### src/rtl/core/bounded_ordered_list_engine_assert.svh
// Assertion macros shared by the bounded ordered list engine.
`ifndef BOUNDED_ORDERED_LIST_ENGINE_ASSERT_SVH
`define BOUNDED_ORDERED_LIST_ENGINE_ASSERT_SVH

// The condition must hold in the same cycle as the trigger.
`define BOLE_ASSERT_NOW(lbl, ante, cons, msg) \
	lbl: assert property (@(posedge clk) disable iff (!arst_n) (ante) |-> (cons)) \
		else $error(msg);

// The condition must hold in the cycle after the trigger.
`define BOLE_ASSERT_NEXT(lbl, ante, cons, msg) \
	lbl: assert property (@(posedge clk) disable iff (!arst_n) (ante) |=> (cons)) \
		else $error(msg);

`endif

### src/rtl/core/bole_pkg.sv
// Shared types and constants of the bounded ordered list engine.
package bole_pkg;

	localparam int CAPACITY_DEF   = 16;
	localparam int DATA_WIDTH_DEF = 32;

	localparam int ACT_W      = 4;
	localparam int POS_W      = 5;
	localparam int DIN_W      = 32;
	localparam int DOUT_W     = 32;
	localparam int FPOS_W     = 5;
	localparam int CNT_OUT_W  = 5;
	localparam int STAT_W     = 2;

	localparam logic [ACT_W-1:0] ACT_ADD_FRONT    = 4'd0;
	localparam logic [ACT_W-1:0] ACT_ADD_BACK     = 4'd1;
	localparam logic [ACT_W-1:0] ACT_INSERT_AT    = 4'd2;
	localparam logic [ACT_W-1:0] ACT_REMOVE_FRONT = 4'd3;
	localparam logic [ACT_W-1:0] ACT_REMOVE_BACK  = 4'd4;
	localparam logic [ACT_W-1:0] ACT_REMOVE_AT    = 4'd5;
	localparam logic [ACT_W-1:0] ACT_READ_AT      = 4'd6;
	localparam logic [ACT_W-1:0] ACT_FIND         = 4'd7;
	localparam logic [ACT_W-1:0] ACT_CLEAR        = 4'd8;

	localparam logic [STAT_W-1:0] STS_OK        = 2'd0;
	localparam logic [STAT_W-1:0] STS_RANGE     = 2'd1;
	localparam logic [STAT_W-1:0] STS_FULL      = 2'd2;
	localparam logic [STAT_W-1:0] STS_NOT_FOUND = 2'd3;

	localparam logic signed [FPOS_W-1:0] NO_POSITION = -5'sd1;

	typedef struct packed {
		logic exec;       // carry out a non-find request this cycle
		logic scan_load;  // start a find scan
		logic scan_step;  // move the scan to the next entry
		logic scan_fin;   // scan has ended, capture its result
		logic scanning;   // a find scan is in progress
		logic advance;    // move the held result into the output register
	} cmd_t;

	typedef struct packed {
		logic is_find;
		logic scan_done;
	} sts_t;

endpackage

### src/rtl/core/bole_ctrl.sv
// Controller of the bounded ordered list engine: handshakes and find-scan sequencing.
module bole_ctrl import bole_pkg::*; (
	input  logic clk,
	input  logic arst_n,
	input  logic req_valid,
	output logic req_stall,
	output logic rsp_valid,
	input  logic rsp_stall,
	input  sts_t sts,
	output cmd_t cmd
);

	localparam logic ST_IDLE = 1'b0;
	localparam logic ST_SCAN = 1'b1;

	logic state_q;
	logic state_d;
	logic valid_s1;
	logic valid_s2;
	logic accept;
	logic advance;

	// The held result moves on when the output register is empty or being taken.
	assign advance   = valid_s1 && (!valid_s2 || !rsp_stall);
	assign req_stall = !((state_q == ST_IDLE) && (!valid_s1 || advance));
	assign accept    = req_valid && !req_stall;

	always_comb begin
		cmd.exec      = accept && !sts.is_find;
		cmd.scan_load = accept && sts.is_find;
		cmd.scanning  = (state_q == ST_SCAN);
		cmd.scan_fin  = (state_q == ST_SCAN) && sts.scan_done;
		cmd.scan_step = (state_q == ST_SCAN) && !sts.scan_done;
		cmd.advance   = advance;
	end

	always_comb begin
		state_d = state_q;
		unique case (state_q)
			ST_IDLE: begin
				if (cmd.scan_load) state_d = ST_SCAN;
			end
			ST_SCAN: begin
				if (sts.scan_done) state_d = ST_IDLE;
			end
			default: state_d = ST_IDLE;
		endcase
	end

	always_ff @(posedge clk or negedge arst_n) begin
		if (!arst_n) begin
			state_q  <= ST_IDLE;
			valid_s1 <= 1'b0;
			valid_s2 <= 1'b0;
		end else begin
			state_q <= state_d;
			if (cmd.exec || cmd.scan_fin) valid_s1 <= 1'b1;
			else if (advance) valid_s1 <= 1'b0;
			if (advance) valid_s2 <= 1'b1;
			else if (!rsp_stall) valid_s2 <= 1'b0;
		end
	end

	assign rsp_valid = valid_s2;

endmodule

### src/rtl/core/bole_dpath.sv
// Datapath of the bounded ordered list engine: shifting entry cells, count, scan and result stages.
module bole_dpath import bole_pkg::*; #(
	parameter int CAPACITY   = CAPACITY_DEF,
	parameter int DATA_WIDTH = DATA_WIDTH_DEF
) (
	input  logic                     clk,
	input  logic                     arst_n,
	input  logic [ACT_W-1:0]         action,
	input  logic [POS_W-1:0]         position,
	input  logic [DIN_W-1:0]         data_in,
	input  cmd_t                     cmd,
	output sts_t                     sts,
	output logic [DOUT_W-1:0]        data_out,
	output logic signed [FPOS_W-1:0] found_position,
	output logic [CNT_OUT_W-1:0]     count,
	output logic [STAT_W-1:0]        status
);

	localparam int CNT_W = $clog2(CAPACITY + 1);
	localparam int IDX_W = $clog2(CAPACITY);
	localparam int CMP_W = (CNT_W > POS_W) ? CNT_W : POS_W;

	logic [DATA_WIDTH-1:0] cell_q [CAPACITY];
	logic [CNT_W-1:0]      count_q;
	logic [CNT_W-1:0]      count_nx;
	logic [CNT_W-1:0]      idx_q;
	logic [DATA_WIDTH-1:0] val_q;
	logic [DATA_WIDTH-1:0] val_in;

	logic is_add, is_rem, is_read, is_find, is_clear;
	logic full, empty, pos_oob, rem_bad;
	logic ins_en, rem_en, clr_en;
	logic [IDX_W-1:0] ins_at, rem_at, rd_addr;
	logic [DATA_WIDTH-1:0] rd_data;
	logic in_range, hit;

	logic [DATA_WIDTH-1:0]     res_data;
	logic signed [FPOS_W-1:0]  res_found;
	logic [CNT_W-1:0]          res_count;
	logic [STAT_W-1:0]         res_status;

	logic [DATA_WIDTH-1:0]     data_s1, data_s2;
	logic signed [FPOS_W-1:0]  found_s1, found_s2;
	logic [CNT_W-1:0]          count_s1, count_s2;
	logic [STAT_W-1:0]         status_s1, status_s2;

	assign val_in = DATA_WIDTH'(data_in);

	always_comb begin
		is_add   = 1'b0;
		is_rem   = 1'b0;
		is_read  = 1'b0;
		is_find  = 1'b0;
		is_clear = 1'b0;
		unique case (action) inside
			ACT_ADD_FRONT, ACT_ADD_BACK, ACT_INSERT_AT:          is_add   = 1'b1;
			ACT_REMOVE_FRONT, ACT_REMOVE_BACK, ACT_REMOVE_AT:    is_rem   = 1'b1;
			ACT_READ_AT:                                         is_read  = 1'b1;
			ACT_FIND:                                            is_find  = 1'b1;
			ACT_CLEAR:                                           is_clear = 1'b1;
			default: ;
		endcase
	end

	assign full    = (count_q == CNT_W'(CAPACITY));
	assign empty   = (count_q == '0);
	assign pos_oob = (CMP_W'(position) >= CMP_W'(count_q));
	assign rem_bad = empty || ((action == ACT_REMOVE_AT) && pos_oob);

	always_comb begin
		case (action)
			ACT_ADD_FRONT: ins_at = '0;
			ACT_INSERT_AT: ins_at = pos_oob ? IDX_W'(count_q) : IDX_W'(position);
			default:       ins_at = IDX_W'(count_q);
		endcase
		case (action)
			ACT_REMOVE_FRONT: rem_at = '0;
			ACT_REMOVE_BACK:  rem_at = IDX_W'(count_q - 1'b1);
			default:          rem_at = IDX_W'(position);
		endcase
	end

	assign ins_en = cmd.exec && is_add && !full;
	assign rem_en = cmd.exec && is_rem && !rem_bad;
	assign clr_en = cmd.exec && is_clear;

	// One read port: scan index during a find, removal index for removes, else the request's position.
	always_comb begin
		if (cmd.scanning) rd_addr = idx_q[IDX_W-1:0];
		else if (is_rem) rd_addr = rem_at;
		else rd_addr = IDX_W'(position);
	end
	assign rd_data = cell_q[rd_addr];

	// Each cell loads the new value, takes its lower neighbor on insert,
	// or takes its upper neighbor on remove.
	for (genvar i = 0; i < CAPACITY; i++) begin : g_cell
		logic [DATA_WIDTH-1:0] lower;
		logic [DATA_WIDTH-1:0] upper;
		if (i == 0) begin : g_first
			assign lower = val_in;
		end else begin : g_lower
			assign lower = cell_q[i-1];
		end
		if (i == CAPACITY - 1) begin : g_last
			assign upper = cell_q[i];
		end else begin : g_upper
			assign upper = cell_q[i+1];
		end
		always_ff @(posedge clk) begin
			if (ins_en && (ins_at == IDX_W'(i))) cell_q[i] <= val_in;
			else if (ins_en && (ins_at < IDX_W'(i))) cell_q[i] <= lower;
			else if (rem_en && (rem_at <= IDX_W'(i))) cell_q[i] <= upper;
		end
	end

	always_comb begin
		count_nx = count_q;
		if (ins_en) count_nx = count_q + 1'b1;
		else if (rem_en) count_nx = count_q - 1'b1;
		else if (clr_en) count_nx = '0;
	end

	always_ff @(posedge clk or negedge arst_n) begin
		if (!arst_n) begin
			count_q <= '0;
			idx_q   <= '0;
		end else begin
			count_q <= count_nx;
			if (cmd.scan_load) idx_q <= '0;
			else if (cmd.scan_step) idx_q <= idx_q + 1'b1;
		end
	end

	always_ff @(posedge clk) begin
		if (cmd.scan_load) val_q <= val_in;
	end

	assign in_range      = (idx_q < count_q);
	assign hit           = in_range && (rd_data == val_q);
	assign sts.scan_done = !in_range || hit;
	assign sts.is_find   = is_find;

	always_comb begin
		res_data   = '0;
		res_found  = NO_POSITION;
		res_count  = count_nx;
		res_status = STS_OK;
		if (cmd.scanning) begin
			res_count = count_q;
			if (hit) res_found = FPOS_W'(idx_q);
			else res_status = STS_NOT_FOUND;
		end else if (is_add) begin
			if (full) res_status = STS_FULL;
		end else if (is_rem) begin
			if (rem_bad) res_status = STS_RANGE;
			else res_data = rd_data;
		end else if (is_read) begin
			if (pos_oob) res_status = STS_RANGE;
			else res_data = rd_data;
		end
	end

	always_ff @(posedge clk) begin
		if (cmd.exec || cmd.scan_fin) begin
			data_s1   <= res_data;
			found_s1  <= res_found;
			count_s1  <= res_count;
			status_s1 <= res_status;
		end
		if (cmd.advance) begin
			data_s2   <= data_s1;
			found_s2  <= found_s1;
			count_s2  <= count_s1;
			status_s2 <= status_s1;
		end
	end

	assign data_out       = DOUT_W'(data_s2);
	assign found_position = found_s2;
	assign count          = CNT_OUT_W'(count_s2);
	assign status         = status_s2;

endmodule

### src/rtl/core/bounded_ordered_list_engine.sv
// Top level of the bounded ordered list engine.
//
//  Channel  | Handshake             | Payload
//  ---------+-----------------------+---------------------------------------------
//  request  | req_valid, req_stall  | action, position, data_in
//  response | rsp_valid, rsp_stall  | data_out, found_position, count, status
//
// Every request except find is handled as it arrives: a new item can enter each cycle while
// the response is not stalled, and its result moves through the result and output registers.
// A find walks the entries through the single read port, one compare per cycle, and
// stalls requests until the scan hits or runs past the last entry.
// Reset empties the list at once; entry contents are not cleared.
// A stalled response holds; one further item is accepted into the holding stage
// behind it before requests are stalled.
`include "bounded_ordered_list_engine_assert.svh"

module bounded_ordered_list_engine import bole_pkg::*; #(
	parameter int CAPACITY   = CAPACITY_DEF,
	parameter int DATA_WIDTH = DATA_WIDTH_DEF
) (
	input  logic                     clk,
	input  logic                     arst_n,
	input  logic                     req_valid,
	output logic                     req_stall,
	input  logic [ACT_W-1:0]         action,
	input  logic [POS_W-1:0]         position,
	input  logic [DIN_W-1:0]         data_in,
	output logic                     rsp_valid,
	input  logic                     rsp_stall,
	output logic [DOUT_W-1:0]        data_out,
	output logic signed [FPOS_W-1:0] found_position,
	output logic [CNT_OUT_W-1:0]     count,
	output logic [STAT_W-1:0]        status
);

	cmd_t cmd;
	sts_t sts;

	bole_ctrl u_ctrl (
		.clk       (clk),
		.arst_n    (arst_n),
		.req_valid (req_valid),
		.req_stall (req_stall),
		.rsp_valid (rsp_valid),
		.rsp_stall (rsp_stall),
		.sts       (sts),
		.cmd       (cmd)
	);

	bole_dpath #(
		.CAPACITY   (CAPACITY),
		.DATA_WIDTH (DATA_WIDTH)
	) u_dpath (
		.clk            (clk),
		.arst_n         (arst_n),
		.action         (action),
		.position       (position),
		.data_in        (data_in),
		.cmd            (cmd),
		.sts            (sts),
		.data_out       (data_out),
		.found_position (found_position),
		.count          (count),
		.status         (status)
	);

	`BOLE_ASSERT_NEXT(a_scan_starts, cmd.scan_load, cmd.scanning, "find did not start a scan")
	`BOLE_ASSERT_NOW(a_scan_blocks_req, cmd.scanning, req_stall, "request taken during a scan")
	`BOLE_ASSERT_NOW(a_miss_position, rsp_valid && (status == STS_NOT_FOUND),
		found_position == NO_POSITION, "not found without no-position")
	`BOLE_ASSERT_NOW(a_full_count, rsp_valid && (status == STS_FULL),
		count == CNT_OUT_W'(CAPACITY), "full status with list not full")

endmodule

### config.mk
export PLATFORM = sky130hd
export DESIGN_NAME = bounded_ordered_list_engine
export DESIGN_NICKNAME = d
export VERILOG_FILES = /design/src/rtl/core/bole_pkg.sv /design/src/rtl/core/bole_ctrl.sv /design/src/rtl/core/bole_dpath.sv /design/src/rtl/core/bounded_ordered_list_engine.sv
export VERILOG_INCLUDE_DIRS = /design/src /design/src/rtl/core
export SDC_FILE = /design/constraint.sdc
export NUM_CORES = 2
export LEC_CHECK = 0
export BUFFER_PORTS_ARGS = -buffer_cell sky130_fd_sc_hd__buf_2
export CORE_UTILIZATION = 35
export DETAILED_ROUTE_END_ITERATION = 6
export GPL_ROUTABILITY_DRIVEN = 0
export SKIP_CTS_REPAIR_TIMING = 1
export SLEW_MARGIN = 10
export SYNTH_ARGS = -nofsm -noshare
export SYNTH_HDL_FRONTEND = slang
export SYNTH_SLANG_ARGS = --single-unit
export TNS_END_PERCENT = 1
### constraint.sdc
create_clock -name clk -period 8.96 [get_ports clk]
set_clock_uncertainty 0.15 [all_clocks]
set_input_delay 0 -clock clk [delete_from_list [all_inputs] [get_ports clk]]
set_output_delay 0 -clock clk [all_outputs]
set_load 0.05 [all_outputs]
# Word level (Yosys, flattened, before mapping)
# Memory sizes are Yosys's and may differ from the RTL's.
# Index checks and enable logic that the tools add are counted.
[op_classes]
n_eq_ne = 26
n_addsub = 3
reduce_logical = 85
magnitude_cmp = 34
n_mux = 211
bitwise = 33
[ops]
columns = ["operator", "n"]
rows = [
  ["two-way mux 32 bit", 36],
  ["two-way mux 1 bit", 157],
  ["logical AND 1 bit", 62],
  ["== test 4 bit, second input constant", 9],
  ["== test 32 bit", 1],
  ["== test 4 x 3 -> 1 bit, second input constant", 8],
  ["less-or-equal comparator 4 bit, second input constant", 8],
  ["less-than comparator 4 bit, second input constant", 8],
  ["OR 1 bit", 32],
  ["two-way mux 5 bit", 6],
  ["== test 4 x 2 -> 1 bit, second input constant", 4],
  ["less-or-equal comparator 4 x 3 -> 1 bit, second input constant", 4],
  ["less-than comparator 4 x 3 -> 1 bit, second input constant", 4],
  ["case mux 4 bit (2 select lines)", 2],
  ["two-way mux 2 bit", 6],
  ["two-way mux 4 bit", 3],
  ["adder 5 x 1 -> 5 bit, second input constant", 2],
  ["logical NOT 1 bit", 9],
  ["== test 4 x 1 -> 1 bit, second input constant", 2],
  ["less-or-equal comparator 4 x 1 -> 1 bit, second input constant", 2],
  ["less-or-equal comparator 4 x 2 -> 1 bit, second input constant", 2],
  ["logical NOT 4 bit", 2],
  ["less-than comparator 4 x 1 -> 1 bit, second input constant", 2],
  ["less-than comparator 4 x 2 -> 1 bit, second input constant", 2],
  ["other kinds (13)", 19],
]
[word_totals]
n_memories = 1
inputBits = 45
register_bits = 133
output_inout_bits = 46
mem_bits_rw = 512
word_cells = 407
[mem_list]
columns = ["memory", "depth", "width", "rd", "rd_clocked_by_memory_dff", "write_ports", "line", "rtl"]
rows = [
  ["u_dpath.cell_q", 16, 32, 17, 0, 16, "bole_dpath.sv:23", "logic [DATA_WIDTH-1:0] cell_q [CAPACITY];"],
]

# Longest topological paths before layout
[depth]
ltp_word = 15
ltp_mapped = 18

# By module
# A second synthesis with hierarchy kept.
[unflattened]
hier_cells = 4263
hier_area_um2 = 40471.3
[modules_own_cells]
columns = ["mod", "area_per_inst_um2", "cells_per_inst", "n_inst"]
rows = [
  ["bole_dpath", 40301.2, 4245, 1],
  ["bole_ctrl", 170.2, 18, 1],
]

# Least setup slack after synthesis
# OpenSTA, ideal clock, no wires.
[synth_path]
kind = "register -> register"
from = "register u_dpath.count_q[0]"
to = "register u_dpath.count_s1[0] (enable)"
path_stages_with_launch = 18
slack_ps = 1686
t_required_ps = 8304
synth_period_minus_slack_ps = 7274
arrival_time_ps = 6617
n_path_buf = 3
cell_sequence = "dfrtp_1 > clkbuf_1 > inv_1 > ha_1 > a2bb2oi_2 > nand2_2 > buf_2 > buf_1 > a21oi_1 > o22ai_1 > a32oi_1 > o211ai_1 > xor2_1 > nor4_1 > nand4_1 > nor3_4 > nor2b_1 > o21ai_0"
[synth_between]
elab_chain_cells = 10
[synth_lines]
columns = ["item", "line", "rtl"]
rows = [
  ["start: declaration", "bole_dpath.sv:24", "logic [CNT_W-1:0] count_q;"],
  ["start signal: assignment", "bole_dpath.sv:129", "count_q <= count_nx;"],
  ["subtractor 5 x 1 -> 5 bit", "bole_dpath.sv:78", "ACT_REMOVE_BACK: rem_at = IDX_W'(count_q - 1'b1);"],
  ["case mux 4 bit (2 select lines)", "bole_dpath.sv:76", "case (action)"],
  ["two-way mux 4 bit", "bole_dpath.sv:90", "else if (is_rem) rd_addr = rem_at;"],
  ["two-way mux 4 bit", "bole_dpath.sv:89", "if (cmd.scanning) rd_addr = idx_q[IDX_W-1:0];"],
  ["memory read (16 x 32 bit)", "-", ""],
  ["== test 32 bit", "bole_dpath.sv:140", "assign hit = in_range && (rd_data == val_q);"],
  ["logical AND 1 bit", "bole_dpath.sv:140", ""],
  ["logical OR 1 bit (*)", "bole_dpath.sv:141", "assign sts.scan_done = !in_range || hit;"],
  ["logical AND 1 bit (*)", "bole_ctrl.sv:32", "cmd.scan_fin = (state_q == ST_SCAN) && sts.scan_done;"],
  ["logical OR 1 bit (*)", "bole_dpath.sv:165", "if (cmd.exec || cmd.scan_fin) begin"],
  ["end signal: assignment", "bole_dpath.sv:168", "count_s1 <= res_count;"],
  ["end: declaration", "bole_dpath.sv:44", "logic [CNT_W-1:0] count_s1, count_s2;"],
]
# Mark *: on every way between the ends. The rest lies on a longest branch, timed or not.
# A chain may end at the register's enable or synchronous reset.

# Worst setup path in the final report
[layout_path]
from = "register u_dpath.count_q[0]"
to = "register u_dpath.data_s1[12] (enable)"
[layout_between]
elab_chain_cells = 10
[layout_lines]
columns = ["item", "line", "rtl"]
rows = [
  ["subtractor 5 x 1 -> 5 bit", "bole_dpath.sv:78", ""],
  ["case mux 4 bit (2 select lines)", "bole_dpath.sv:76", ""],
  ["two-way mux 4 bit", "bole_dpath.sv:90", ""],
  ["two-way mux 4 bit", "bole_dpath.sv:89", ""],
  ["memory read (16 x 32 bit)", "-", ""],
  ["== test 32 bit", "bole_dpath.sv:140", ""],
  ["logical AND 1 bit", "bole_dpath.sv:140", ""],
  ["logical OR 1 bit (*)", "bole_dpath.sv:141", ""],
  ["logical AND 1 bit (*)", "bole_ctrl.sv:32", ""],
  ["logical OR 1 bit (*)", "bole_dpath.sv:165", ""],
  ["end signal: assignment", "bole_dpath.sv:166", "data_s1 <= res_data;"],
  ["end: declaration", "bole_dpath.sv:42", "logic [DATA_WIDTH-1:0] data_s1, data_s2;"],
]
# Marked as above.

==> impl_metrics.py <==
metrics = {
    "yosys": {
        "synth_most_common_cell": "edfxtp_1",
        "yosysSeqAreaShare_pct": 48.97,
        "synth_top_area_cell": "edfxtp_1",
        "ys_top_cells_by_area": "edfxtp_1 (48%), mux2i_1 (11%), a21oi_1 (7.2%)",
        "synthFlopType": "edfxtp_1",
        "synthTopCellsByCount": "edfxtp_1 (632), a21oi_1 (566), nand2_1 (476)",
        "syn_area_um2": 39420,
        "yosysWarnings": 0,
        "synth_seq_cells": 645,
        "synth_fp_nets": 4100,
        "netlist_instances": 4042,
        "synth_area_per_cell_um2": 9.753,
        "async_reset_ff_share_pct": 2.016,
        "synth_top_area_share_pct": 48.14,
        "synth-edff-count": 632,
        "synth_cell_types": 87,
    },
    "timing": {
        "hold_violations": 0,
        "setup_viol_count_final": 0,
        "rsz0062_at_grt": "no",
        "fin_tns_setup_ns": 0,
        "slew_viol_final": 0,
        "period_needed_ns": 7.117,
        "worst_slew_pin_slew_ns": 1.438,
        "fmax_mhz": 140.5,
        "relSlewSlack_pct": 3.755,
        "setup_ws_ns": 1.843,
        "finalCritPeriodShare_pct": 79.43,
    },
    "setup_path": {
        "r2r_end": "u_dpath.data_s1[12]",
        "rr_worst_depth": 16,
        "cp_max_fo": 44,
        "critPathRequiredTime_ns": 9.12,
        "crit_start": "u_dpath.count_q[0]",
        "arrival_ns": 7.27,
        "cp-start-kind": "flop",
        "reg2reg_from": "u_dpath.count_q[0]",
        "ff2ff_setup_slack_ns": 1.84,
        "critPathCapture": "u_dpath.data_s1[12]",
        "end_kind": "flop",
        "criticalPathCategory": "flop to flop",
    },
    "final_layout": {
        "instances_no_fill": 5511,
        "layout-drive-gt1-share_pct": 11.87,
        "area_growth_pct": 11.80,
        "finalNetCount": 4017,
    },
    "detailed_routing": {
        "dr.first_iter.drc_count": 6194,
        "remaining_drc_errors": 0,
        "ant_nets": 0,
        "drt-total-wl_um": 164100,
        "avgRoutedWirePerCell_um": 29.77,
        "first_pass_iters": 6,
        "vias_per_cell": 6.506,
        "vias": 35850,
    },
    "global_route": {
        "grt_pass1_wl_um": 232200,
        "grt_antenna_before_repair": 9,
        "grt_pass1_vias": 32240,
        "grt_max_degree": 96,
        "grt_use_total_pct": 27.99,
        "grt-ovfl-total": 0,
    },
    "clocking": {
        "cts-root-buf": "clkbuf_16",
        "clk_pin_slew_ns": 0.06,
        "cts_max_path_buffers": 3,
        "numCtsBuffers": 75,
        "cts_tree": "done",
        "worst_skew_pair.late_latency_ns": 0.65,
        "cts_sinks": 645,
        "htreeDepth": 3,
    },
    "pwr": {
        "p_per_area_nw_per_um2": 260.7,
        "leakage_nw": 15.60,
        "ir_worst_vdd_mv": 0.1563,
        "power_mw": 11.49,
    },
    "floorplanning": {
        "io_pins": 91,
        "die_h_um": 337.6,
        "row_count": 122,
        "start_util_pct": 35.47,
        "die_x_um": 337.6,
        "core_area_um2": 111100,
        "dieArea_um2": 114000,
    },
    "run_status": {
        "status": "completed",
    },
    "placed_design": {
        "io_buffer_count": 90,
        "dp.cells": 5331,
        "dpl_worst_slack_ns": 2.078,
        "dp_hpwl_um": 95040,
    },
    "run": {
        "max-cap-violations": 0,
    },
    "worst_hold_path": {
        "hold_path_class": "input port to flop",
    },
}
==> routing by layer <==
metal	routed length, um	global-route usage (%)
met1	62880	37.69
met5	56	0.3404
met3	24220	8.799
met4	8847	13.84
met2	68050	40.26
==> layout make-up <==
| class | instances | area, um2 |
|---|---|---|
| Sequential cell | 645 | 19310 |
| Inverter | 35 | 133.9 |
| Tap cell | 1488 | 1862 |
| Antenna cell | 5 | 12.51 |
| Timing Repair Buffer | 229 | 1592 |
| Clock buffer | 92 | 2003 |
| Clock inverter | 44 | 334.1 |
| Multi-Input combinational cell | 2973 | 18820 |
| Fill cell | 10990 | 67050 |
==> report_power, final <==
part           internal (mW)  switching [mW]
registers               3.91           0.356
logic                   1.23            2.95
clock network           1.71            1.34
total                   6.85            4.64
==> worst max-delay path: stages, from the launching register on <==
cell       delay [ns]
dfrtp_1          0.62
inv_1            0.17
ha_1             0.41
a2bb2oi_2        0.83
nand2_4          0.68
buf_4            0.55
a21oi_1          0.20
nor2_1           0.06
o22ai_1          0.34
o211ai_1         0.17
xnor2_1          0.22
nand4_1          0.23
or4_4            0.58
nor3_4           0.43
nor2b_1          0.16
o21ai_4          0.47
buf_4            0.44
==> metrics by stage <==
stage | util [%] | hold slack, ns | instance area [um2]
after floorplan | - | -0.4456 | 39420
after global placement | 37.19 | -0.2153 | 41330
after detailed placement | 37.19 | -0.2100 | 41330
after CTS | 39.29 | -0.8943 | 43670
after global routing | 39.66 | 0.06046 | 44070
final | 39.66 | 0.01470 | 44070
==> layout by cell type, fill, tap and decap left out, types with 19 or more instances in the layout <==
master         instances
o211ai_1              33
a22o_1                21
edfxtp_1             632
o22a_1                25
buf_4                100
clkinv_2              19
nand3_1               32
mux2_2                76
a22oi_1               79
a31oi_1               76
nand2_1              463
o21ai_0              357
a21oi_1              563
clkbuf_16             77
buf_2                 90
nor2_1               306
inv_1                 30
o22ai_1              183
mux2i_1              442
dlygate4sd3_1         39
==> logic make-up (layout without fill, tap and decap cells) <==
group / Yosys count / after routing / share of synthesized area [%]
compound gates: 1469 / 1469 / 21.84
mux: 526 / 526 / 13.85
buf+inv: 424 / 400 / 4.364
xor+xnor: 24 / 24 / 0.5332
other cells: 0 / 5 / 0
simple gates: 941 / 941 / 10.03
flops: 645 / 645 / 48.97
fa+ha+maj: 13 / 13 / 0.4126
==> flip-flops by register name (all words and copies together), names as in the netlist <==
register and cells:
u_dpath.cell_q 512, u_dpath.data_out 32, u_dpath.data_s1 32, u_dpath.val_q 32
u_dpath.count 5, u_dpath.count_q 5, u_dpath.count_s1 5, u_dpath.found_position 5
u_dpath.found_s1 5, u_dpath.idx_q 5, u_dpath.status 2, u_dpath.status_s1 2
u_ctrl.rsp_valid 1, u_ctrl.state_q 1, u_ctrl.valid_s1 1
==> worst min-delay path by stage <==
stage | start | end | slack [ns] | cells after the start
global route | action[0] | u_dpath.status_s1[1] | 0.06 | 5
CTS | arst_n | u_dpath.count_q[4] | -0.89 | 1
detailed placement | arst_n | u_dpath.count_q[4] | -0.21 | 1
floorplan | arst_n | u_ctrl.rsp_valid | -0.45 | 0
finish | action[0] | u_ctrl.valid_s1 | 0.01 | 4
global placement | arst_n | u_dpath.count_q[4] | -0.22 | 1
(Power assumes the default switching activity.)
